[config.mk]
export PLATFORM = sky130hd
export DESIGN_NAME = speech_segment_merger
export DESIGN_NICKNAME = d
export VERILOG_FILES = /design/src/rtl/ssm_pkg.sv /design/src/rtl/speech_segment_merger.sv
export SDC_FILE = /design/constraint.sdc
export NUM_CORES = 2
export LEC_CHECK = 0
export ABC_CLOCK_PERIOD_IN_PS = 27200
export BUFFER_PORTS_ARGS = -buffer_cell sky130_fd_sc_hd__buf_4
export CAP_MARGIN = 25
export CORE_MARGIN = 1.5
export CORE_UTILIZATION = 45
export CTS_CLUSTER_SIZE = 25
export DETAILED_ROUTE_END_ITERATION = 6
export PLACE_DENSITY = 0.6
export SYNTH_ARGS = -nofsm -noshare
export SYNTH_HDL_FRONTEND = slang
export SYNTH_SLANG_ARGS = --single-unit
[constraint.sdc]
create_clock -name clk -period 27.2 [get_ports clk]
set_input_delay 5.44 -clock clk [delete_from_list [all_inputs] [get_ports clk]]
set_output_delay 5.44 -clock clk [all_outputs]
set_load 0.02 [all_outputs]
[src/rtl/ssm_pkg.sv]
// ssm_pkg: shared item types and register indexes for the speech segment merger
// used by speech_segment_merger; no dependencies
`timescale 1ns / 1ps

package ssm_pkg;

  // configuration register indexes
  localparam int unsigned CFG_IDX_W = 2;
  localparam logic [CFG_IDX_W-1:0] CFG_INVERT_MODE       = 2'd0;
  localparam logic [CFG_IDX_W-1:0] CFG_MIN_GAP_FRAMES    = 2'd1;
  localparam logic [CFG_IDX_W-1:0] CFG_MIN_LENGTH_FRAMES = 2'd2;

  localparam int unsigned CFG_DATA_W = 8;

  // reset values of the registers (20 frames = 0.2 s at 10 ms per frame)
  localparam logic [7:0] MIN_GAP_RESET    = 8'd20;
  localparam logic [7:0] MIN_LENGTH_RESET = 8'd20;

  // one frame flag
  typedef struct packed {
    logic speech;
    logic final_frame;
  } in_item_t;

  // one emitted segment
  typedef struct packed {
    logic [31:0] seg_start;
    logic [31:0] seg_end;
    logic        last_in_run;
  } out_item_t;

endpackage

[src/rtl/speech_segment_merger.sv]
// speech_segment_merger: merges per-frame speech flags into frame-indexed segments
// depends on ssm_pkg (item types, register indexes)
`timescale 1ns / 1ps

// Usage
//   in_item carries one frame flag (speech, final_frame) per item on a valid/ready
//   channel; out_item carries segments (seg_start, seg_end, last_in_run) on a
//   valid/ready channel. cfg_we writes cfg_wdata to register cfg_index;
//   write only while no item is in flight.
//   An accepted item is registered, then processed when the queue has room, which
//   updates the stream state and pushes zero, one or two segments into a four-entry
//   output queue. One item is taken per cycle as long as the queue has room for two
//   segments; the queue drains one segment per cycle while out_ready is high, so
//   items that each produce segments are limited by that single output port.
//   A stalled receiver fills the queue, after which in_ready drops; nothing is lost.
//   The final_frame item flushes the held segment and restarts the frame count at 0.
//   Reset (rst_n low, synchronous) clears the stream state and queue and loads the
//   register defaults: invert_mode 0, min_gap_frames 20, min_length_frames 20.
module speech_segment_merger
  import ssm_pkg::*;
#(
  parameter int unsigned FRAME_BITS = 32
) (
  input  logic                  clk,
  input  logic                  rst_n,
  input  logic                  in_valid,
  output logic                  in_ready,
  input  in_item_t              in_item,
  output logic                  out_valid,
  input  logic                  out_ready,
  output out_item_t             out_item,
  input  logic                  cfg_we,
  input  logic [CFG_IDX_W-1:0]  cfg_index,
  input  logic [CFG_DATA_W-1:0] cfg_wdata
);

  localparam int unsigned FB = FRAME_BITS;

  typedef logic [FB-1:0] frame_t;

  typedef struct packed {
    logic   valid;
    frame_t start;
    frame_t stop;
  } seg_t;

  typedef struct packed {
    seg_t held;
    seg_t emit;
  } offer_res_t;

  // configuration registers
  logic       invert_mode_r;
  logic [7:0] min_gap_r;
  logic [7:0] min_length_r;

  // stream state
  frame_t frame_count_r, frame_count_nxt;
  logic   run_open_r, run_open_nxt;
  frame_t run_start_r, run_start_nxt;
  seg_t   held_r, held_nxt;

  // input register
  logic     s1_valid_r;
  in_item_t s1_item_r;
  logic     s1_fire;

  // output queue
  out_item_t q_mem [4];
  logic [1:0] q_wr_r, q_rd_r;
  logic [2:0] q_cnt_r;
  logic [1:0] push_n;
  out_item_t push0, push1;
  logic       pop;

  // release of a held segment: emitted when non-empty and long enough
  function automatic seg_t release_seg(seg_t h, logic [7:0] min_len);
    seg_t   em;
    frame_t len;
    len = h.stop - h.start;
    em  = h;
    em.valid = h.valid && (h.stop > h.start) && (len >= {{(FB-8){1'b0}}, min_len});
    return em;
  endfunction

  // offer a raw segment: merge into the held one or release and replace it
  function automatic offer_res_t offer_seg(seg_t h, frame_t s, frame_t e,
                                           logic [7:0] min_gap, logic [7:0] min_len);
    offer_res_t r;
    frame_t     gap;
    gap = (s >= h.stop) ? (s - h.stop) : '0;
    r.held = h;
    r.emit = '0;
    if (h.valid && (gap < {{(FB-8){1'b0}}, min_gap})) begin
      r.held.stop = e;
    end else begin
      r.emit = release_seg(h, min_len);
      r.held.valid = 1'b1;
      r.held.start = s;
      r.held.stop  = e;
    end
    return r;
  endfunction

  // frame index to 32-bit output field
  function automatic logic [31:0] to_out(frame_t v);
    logic [FB+31:0] ext;
    ext = {32'b0, v};
    return ext[31:0];
  endfunction

  // configuration writes
  always_ff @(posedge clk) begin
    if (!rst_n) begin
      invert_mode_r <= 1'b0;
      min_gap_r     <= MIN_GAP_RESET;
      min_length_r  <= MIN_LENGTH_RESET;
    end else if (cfg_we) begin
      case (cfg_index)
        CFG_INVERT_MODE:       invert_mode_r <= cfg_wdata[0];
        CFG_MIN_GAP_FRAMES:    min_gap_r     <= cfg_wdata;
        CFG_MIN_LENGTH_FRAMES: min_length_r  <= cfg_wdata;
        default: ;
      endcase
    end
  end

  // input register, advances when the queue has room for two segments
  assign s1_fire  = s1_valid_r && (q_cnt_r <= 3'd2);
  assign in_ready = !s1_valid_r || s1_fire;

  always_ff @(posedge clk) begin
    if (!rst_n) begin
      s1_valid_r <= 1'b0;
    end else if (in_ready) begin
      s1_valid_r <= in_valid;
    end
  end

  always_ff @(posedge clk) begin
    if (in_ready && in_valid) begin
      s1_item_r <= in_item;
    end
  end

  // segment logic for the registered item
  always_comb begin
    frame_t     cur, nxt;
    logic       sp, fin, inv, off_a;
    frame_t     b_start;
    offer_res_t ra, rb;
    seg_t       h1, h2, em_a, em_b, em_c, rel;
    sp  = s1_item_r.speech;
    fin = s1_item_r.final_frame;
    inv = invert_mode_r;
    cur = frame_count_r;
    nxt = (cur != '1) ? cur + frame_t'(1) : cur;

    // run transition closes a raw segment (speech run or gap by mode)
    off_a = (sp && !run_open_r && inv) || (!sp && run_open_r && !inv);
    ra = offer_seg(held_r, run_start_r, cur, min_gap_r, min_length_r);
    h1   = off_a ? ra.held : held_r;
    em_a = off_a ? ra.emit : '0;

    run_open_nxt  = sp;
    run_start_nxt = (sp != run_open_r) ? cur : run_start_r;

    // final frame closes the open segment, then flushes the held one
    b_start = (sp && inv) ? nxt : run_start_nxt;
    rb = offer_seg(h1, b_start, nxt, min_gap_r, min_length_r);
    h2   = (fin && (sp || inv)) ? rb.held : h1;
    em_b = (fin && (sp || inv)) ? rb.emit : '0;
    rel  = release_seg(h2, min_length_r);
    em_c = fin ? rel : '0;

    held_nxt      = h2;
    frame_count_nxt = nxt;
    if (fin) begin
      held_nxt        = '0;
      frame_count_nxt = '0;
      run_open_nxt    = 1'b0;
      run_start_nxt   = '0;
    end

    // pick the first two emitted segments in order
    push0 = '0;
    push1 = '0;
    push_n = 2'd0;
    if (em_a.valid) begin
      push0 = '{seg_start: to_out(em_a.start), seg_end: to_out(em_a.stop), last_in_run: 1'b0};
      push_n = 2'd1;
    end
    if (em_b.valid) begin
      if (push_n == 2'd0) begin
        push0 = '{seg_start: to_out(em_b.start), seg_end: to_out(em_b.stop),
                  last_in_run: 1'b0};
        push_n = 2'd1;
      end else begin
        push1 = '{seg_start: to_out(em_b.start), seg_end: to_out(em_b.stop),
                  last_in_run: 1'b0};
        push_n = 2'd2;
      end
    end
    if (em_c.valid) begin
      if (push_n == 2'd0) begin
        push0 = '{seg_start: to_out(em_c.start), seg_end: to_out(em_c.stop),
                  last_in_run: 1'b0};
        push_n = 2'd1;
      end else if (push_n == 2'd1) begin
        push1 = '{seg_start: to_out(em_c.start), seg_end: to_out(em_c.stop),
                  last_in_run: 1'b0};
        push_n = 2'd2;
      end
    end
    if (push_n == 2'd1) begin
      push0.last_in_run = 1'b1;
    end
    if (push_n == 2'd2) begin
      push1.last_in_run = 1'b1;
    end
    if (!s1_fire) begin
      push_n = 2'd0;
    end
  end

  // stream state registers
  always_ff @(posedge clk) begin
    if (!rst_n) begin
      frame_count_r <= '0;
      run_open_r    <= 1'b0;
      run_start_r   <= '0;
      held_r        <= '0;
    end else if (s1_fire) begin
      frame_count_r <= frame_count_nxt;
      run_open_r    <= run_open_nxt;
      run_start_r   <= run_start_nxt;
      held_r        <= held_nxt;
    end
  end

  // output queue
  assign out_valid = (q_cnt_r != 3'd0);
  assign out_item  = q_mem[q_rd_r];
  assign pop       = out_valid && out_ready;

  always_ff @(posedge clk) begin
    if (push_n != 2'd0) begin
      q_mem[q_wr_r] <= push0;
    end
    if (push_n == 2'd2) begin
      q_mem[q_wr_r + 2'd1] <= push1;
    end
  end

  always_ff @(posedge clk) begin
    if (!rst_n) begin
      q_wr_r  <= 2'd0;
      q_rd_r  <= 2'd0;
      q_cnt_r <= 3'd0;
    end else begin
      q_wr_r  <= q_wr_r + push_n;
      q_rd_r  <= q_rd_r + {1'b0, pop};
      q_cnt_r <= q_cnt_r + {1'b0, push_n} - {2'b0, pop};
    end
  end

endmodule

-- Yosys cells after proc, flatten, opt, wreduce, memory -nomap -nowiden
Memory sizes are Yosys's and may differ from the RTL's. A register that Yosys moved wholly into a read port is not among the register bits.
Index checks and enable logic that the tools add are counted.
- bits in registers: 157
- bits in latches: 0
- memory bits (writable): 260
- bits in read-only memories: 0
- input port bits: 17
- output and inout port bits: 67
- word-level logic and storage cells: 120
- memories kept: 1
- $add $sub $neg: 11
- multiply operators: 0
- divide/modulo/power cells: 0
- order comparisons: 11
- equal/unequal tests: 8
- shifts and indexed selects: 0
- mux-type cells: 42
- bitwise operators: 0
- reductions and logical operators: 32
- memory list (name ; depth ; width ; read ports ; clocked after Yosys merged registers in ; wr ports ; RTL line ; source):
    q_mem ; 4 ; 65 ; 1 ; 1 ; 2 ; speech_segment_merger.sv:69 ; out_item_t q_mem [4];
- operators by type and width (cell ; number):
    $mux W65 ; 18
    $mux W32 ; 7
    $sub A32 B32 Y32 ; 5
    $ge A32 B8 Y1 ; 3
    $gt A32 B32 Y1 ; 3
    $mux W33 ; 2
    $ge A32 B32 Y1 ; 2
    $lt A32 B8 Y1 ; 2
    $add A32 B1 Y32 const B ; 1
    $ne A32 B32 Y1 const B ; 1
    $logic_and A1 B1 Y1 ; 17
    $mux W2 ; 7
    $mux W1 ; 8
    $eq A2 B1 Y1 const B ; 3
    $eq A2 B2 Y1 const B ; 3
    $logic_not A2 Y1 ; 3
    $reduce_and A2 Y1 ; 3
    $logic_not A1 Y1 ; 4
    $add A3 B2 Y3 ; 1
    $le A3 B2 Y1 const B ; 1
    $logic_or A1 B1 Y1 ; 3
    $reduce_bool A3 Y1 ; 1
    $sub A3 B1 Y3 ; 1
    $add A2 B1 Y2 ; 1
    other kinds (4) ; 4

-- Depth between registers and ports, before layout
- depth in word-level cells: 21
- depth in mapped cells: 58
- gate-level depth less buffers: 52

-- Worst setup path before layout
No wires, ideal clock.
- path kind: register -> register
- start point: reg frame_count_r[5]
- end point: mem q_mem[0][0] (netlist bit), enable pin
- data arrival time: 14.641 ns
- setup slack: 11.975 ns
- stages on the path, launching flop included: 49
- buffers on the path: 6
- path through: dfxtp_1 > clkbuf_1 > nand3_1 > or4_1 > clkbuf_1 > inv_1 > nand3_1 > nand2b_1 > nor3_1 > and3_1 > clkbuf_1 > nand3_1 > a211o_1 > a21oi_1 > ha_1 > clkbuf_1 > a21o_1 > a31oi_1 > [... 13 more ...] > nor2_1 > clkbuf_1 > clkbuf_1 > nor2_1 > a21oi_1 > ha_1 > fa_1 > nand2b_1 > a21o_1 > a2111o_1 > a2111oi_2 > nor3_1 > o2111ai_1 > a2111oi_0 > and4_1 > a21oi_2 > o31ai_1 > o31ai_1
- RTL lines (element ; RTL line ; source):
    start, declared ; speech_segment_merger.sv:58 ; frame_t frame_count_r, frame_count_nxt;
    start signal, assigned ; speech_segment_merger.sv:234 ; frame_count_r <= frame_count_nxt;
    end, declared ; speech_segment_merger.sv:69 ;

==> metrics.csv <==
metric,value,unit
status,finished clean,
clock_tree.root_cell,clkbuf_16,
ys_types,96,
drtAntennaViolNets,0,
ioPinCount,84,
wire_per_inst,32.15,microns
synth-seq-cells,417,
relSlewSlack,0.2164,
cap_violations,0,
irDropWorstVdd,0.03821,mV
coreArea,77850,sq um
vias,34320,
grt.overflow.total,0,
drc,0,
min_path_type,reg -> reg,
drt_pass1_iterations,6,
netlist_area,35630,sq um
yosys_warnings,0,
fin_skew,0.05355,ns
synthCells,4032,
slowest_delay,0.86,ns
htree_levels,2,
grt_max_degree,113,
path_clk_slew,0.06,ns
cts_buffers,49,
die_w,284.4,microns
arrival,16.08,ns
tns,0,ns
setup_viol,0,
grt.total_usage,0.3871,
fin_crit_sh,0.5825,
nNetsFinal,4170,
hp-start,min_length_r[7]$_SDFFE_PN0P_,
fin_hold_ws,0.5175,ns
wl,161400,microns
startpoint_type,flip-flop,
worst_skew_pair.late_latency,0.64,ns
via_per_inst,6.835,
row_count,102,
holdBufCountCts,0,
port_buffers,83,
critPathKind,reg -> reg,
cp-startpoint,frame_count_r[8]$_SDFFE_PN0P_,
ctsResizeCount,0,
die_y,284.4,microns
drive_gt1_frac,0.1134,
report.final.slew_viol_count,0,
worstPathMaxFanout,54,
synth.avg_cell_area,8.836,sq um
crit_path_frequent_cell,nor2_1,
r2r_start,frame_count_r[8]$_SDFFE_PN0P_,
gp_congestion,1.109,
async_flop_share,0,
grt_setup_unrepaired,no,
clockBufferDepth,3,
ys_seq_area_frac,0.3079,
antenna_found_initial,9,
cp_data_required_time,27.43,ns
initial_utilization,0.4577,
fmax,63.11,MHz
syn-num-nets,4262,
hold_violations,0,
cts_tree,done,
worst_setup_path_end_kind,flip-flop,
max_slew.worst_pin.slew,1.171,ns
cts.sinks,417,
period_needed,15.85,ns
synth_flop_cell,edfxtp_1,
cpMaxStageDelayCell,nor4_2,
die_area,80870,sq um
post_cts_buffers,0,
synth_edf_count,262,
hpwl,120800,microns
area_growth,8.713,%
power_density,51.94,nW/um^2
grt_pass1_vias,31900,
grt_pass1_wl,229400,microns
p_leak,0.01550,uW
drt_iter0_drc,4711,
-- synthesized netlist by cell type (13+ instances only) --
library cell | n | area (sq um)
nand2_1 | 277 | 1040
a21oi_1 | 267 | 1336
edfxtp_1 | 262 | 7868
inv_1 | 213 | 799.5
o21ai_0 | 213 | 1066
clkbuf_1 | 212 | 795.8
ha_1 | 207 | 2590
nor2_1 | 201 | 754.5
a22oi_1 | 178 | 1336
mux2i_1 | 173 | 1732
dfxtp_1 | 155 | 3103
nor2b_1 | 155 | 969.7
a31oi_1 | 140 | 875.8
a211oi_1 | 118 | 885.9
mux2_2 | 92 | 1036
nand3_1 | 77 | 385.4
xnor2_1 | 71 | 621.9
a21o_1 | 67 | 503.0
nor3_1 | 66 | 330.3
mux4_2 | 65 | 1464
nand4_1 | 60 | 375.4
o211ai_1 | 59 | 442.9
buf_2 | 56 | 280.3
and3_1 | 50 | 312.8
o21a_1 | 43 | 322.8
xor2_1 | 43 | 376.6
and2_1 | 38 | 237.7
nand2b_1 | 30 | 187.7
o2bb2ai_1 | 30 | 262.8
nor4_1 | 29 | 181.4
o21ai_1 | 25 | 125.1
a32oi_1 | 23 | 201.4
or3_1 | 23 | 143.9
buf_1 | 22 | 82.58
o22ai_1 | 20 | 125.1
o31ai_1 | 19 | 142.6
o21bai_1 | 18 | 135.1
a221oi_1 | 17 | 148.9
a21boi_0 | 16 | 120.1
a22o_1 | 13 | 113.9
-- critical path, delay by kind of cell, from the launching register on --
family / cells / cell delay, ns
simple gates: 21 / 6.30
mux: 1 / 0.56
compound gates: 19 / 5.11
buf+inv: 3 / 1.33
flops: 1 / 0.56
xor+xnor: 1 / 0.09
fa+ha+maj: 4 / 1.32
-- worst paths after layout --
kind | end | slack (ns) | depth (start not counted)
min reg2reg | min_length_r[7]$_SDFFE_PN0P_ | 0.52 | 2
max reg2reg | q_mem[0][49]$_DFFE_PP_ | 11.35 | 49
max | q_mem[0][49]$_DFFE_PP_ | 11.35 | 49
min | min_length_r[7]$_SDFFE_PN0P_ | 0.52 | 2
-- cell usage in the layout, fill, tap and decap left out, types with 67 or more instances in the layout --
master / synthesis / routed
nand2_1: 277 / 274
a21oi_1: 267 / 265
edfxtp_1: 262 / 262
inv_1: 213 / 213
o21ai_0: 213 / 212
ha_1: 207 / 207
nor2_1: 201 / 196
a22oi_1: 178 / 178
mux2i_1: 173 / 172
buf_4: 12 / 157
nor2b_1: 155 / 154
dfxtp_1: 155 / 153
a31oi_1: 140 / 140
a211oi_1: 118 / 118
mux2_2: 92 / 92
nand3_1: 77 / 76
xnor2_1: 71 / 71
a21o_1: 67 / 67
-- per-layer routing --
metal | track usage | up-vias | share of wire
li1 | - | 15220 | -
met1 | 0.5131 | 16520 | 0.40
met2 | 0.5565 | 2144 | 0.41
met3 | 0.1047 | 435 | 0.12
met4 | 0.2428 | 2 | 0.078
met5 | 0 | - | 0.000081
-- layout make-up --
cell class / instances / area (sq um)
timing repair buffer: 161 / 1242
multi-input combinational: 3098 / 22770
inverter: 213 / 799.5
antenna: 3 / 7.507
fill: 7488 / 39120
sequential: 417 / 10980
clock inverter: 31 / 355.3
tap: 1040 / 1301
clock buffer: 58 / 1280
-- stage by stage --
stage	cells	cell area (sq um)	util	worst slack, ns	power, uW
after global placement	4925	37030	0.4756	12.08	1333
after detailed placement	4926	37050	0.4760	11.72	1333
after CTS	5015	38690	0.4970	11.77	2005
after global routing	5019	38730	0.4975	10.47	2079
final	5021	38730	0.4975	11.35	2012
after floorplan	4032	35630	-	11.97	1126
-- flip-flops by register name, summed over array words and instances (netlist names) --
signal and cells:
frame_count_r 32, held_r 65, invert_mode_r 1, min_gap_r 8, min_length_r 8, q_cnt_r 3
q_mem 260, q_rd_r 2, q_wr_r 2, run_open_r 1, run_start_r 32, s1_item_r 2
s1_valid_r 1
-- power breakdown --
| group | total, uW | switching (uW) | internal (uW) |
|---|---|---|---|
| clock network | 679 | 292 | 387 |
| registers | 710 | 22.2 | 688 |
| logic | 623 | 377 | 246 |
| total | 2010 | 690 | 1320 |
-- kinds of logic after synthesis --
| group | synth area share |
|---|---|
| AO/OA/AOI/OAI | 0.2583 |
| XOR/XNOR | 0.02866 |
| adder cells (fa/ha/maj) | 0.07607 |
| buffers and inverters | 0.05777 |
| flip-flops | 0.3079 |
| multiplexers | 0.1191 |
| AND/OR/NAND/NOR | 0.1522 |
(Power assumes the default switching activity.)
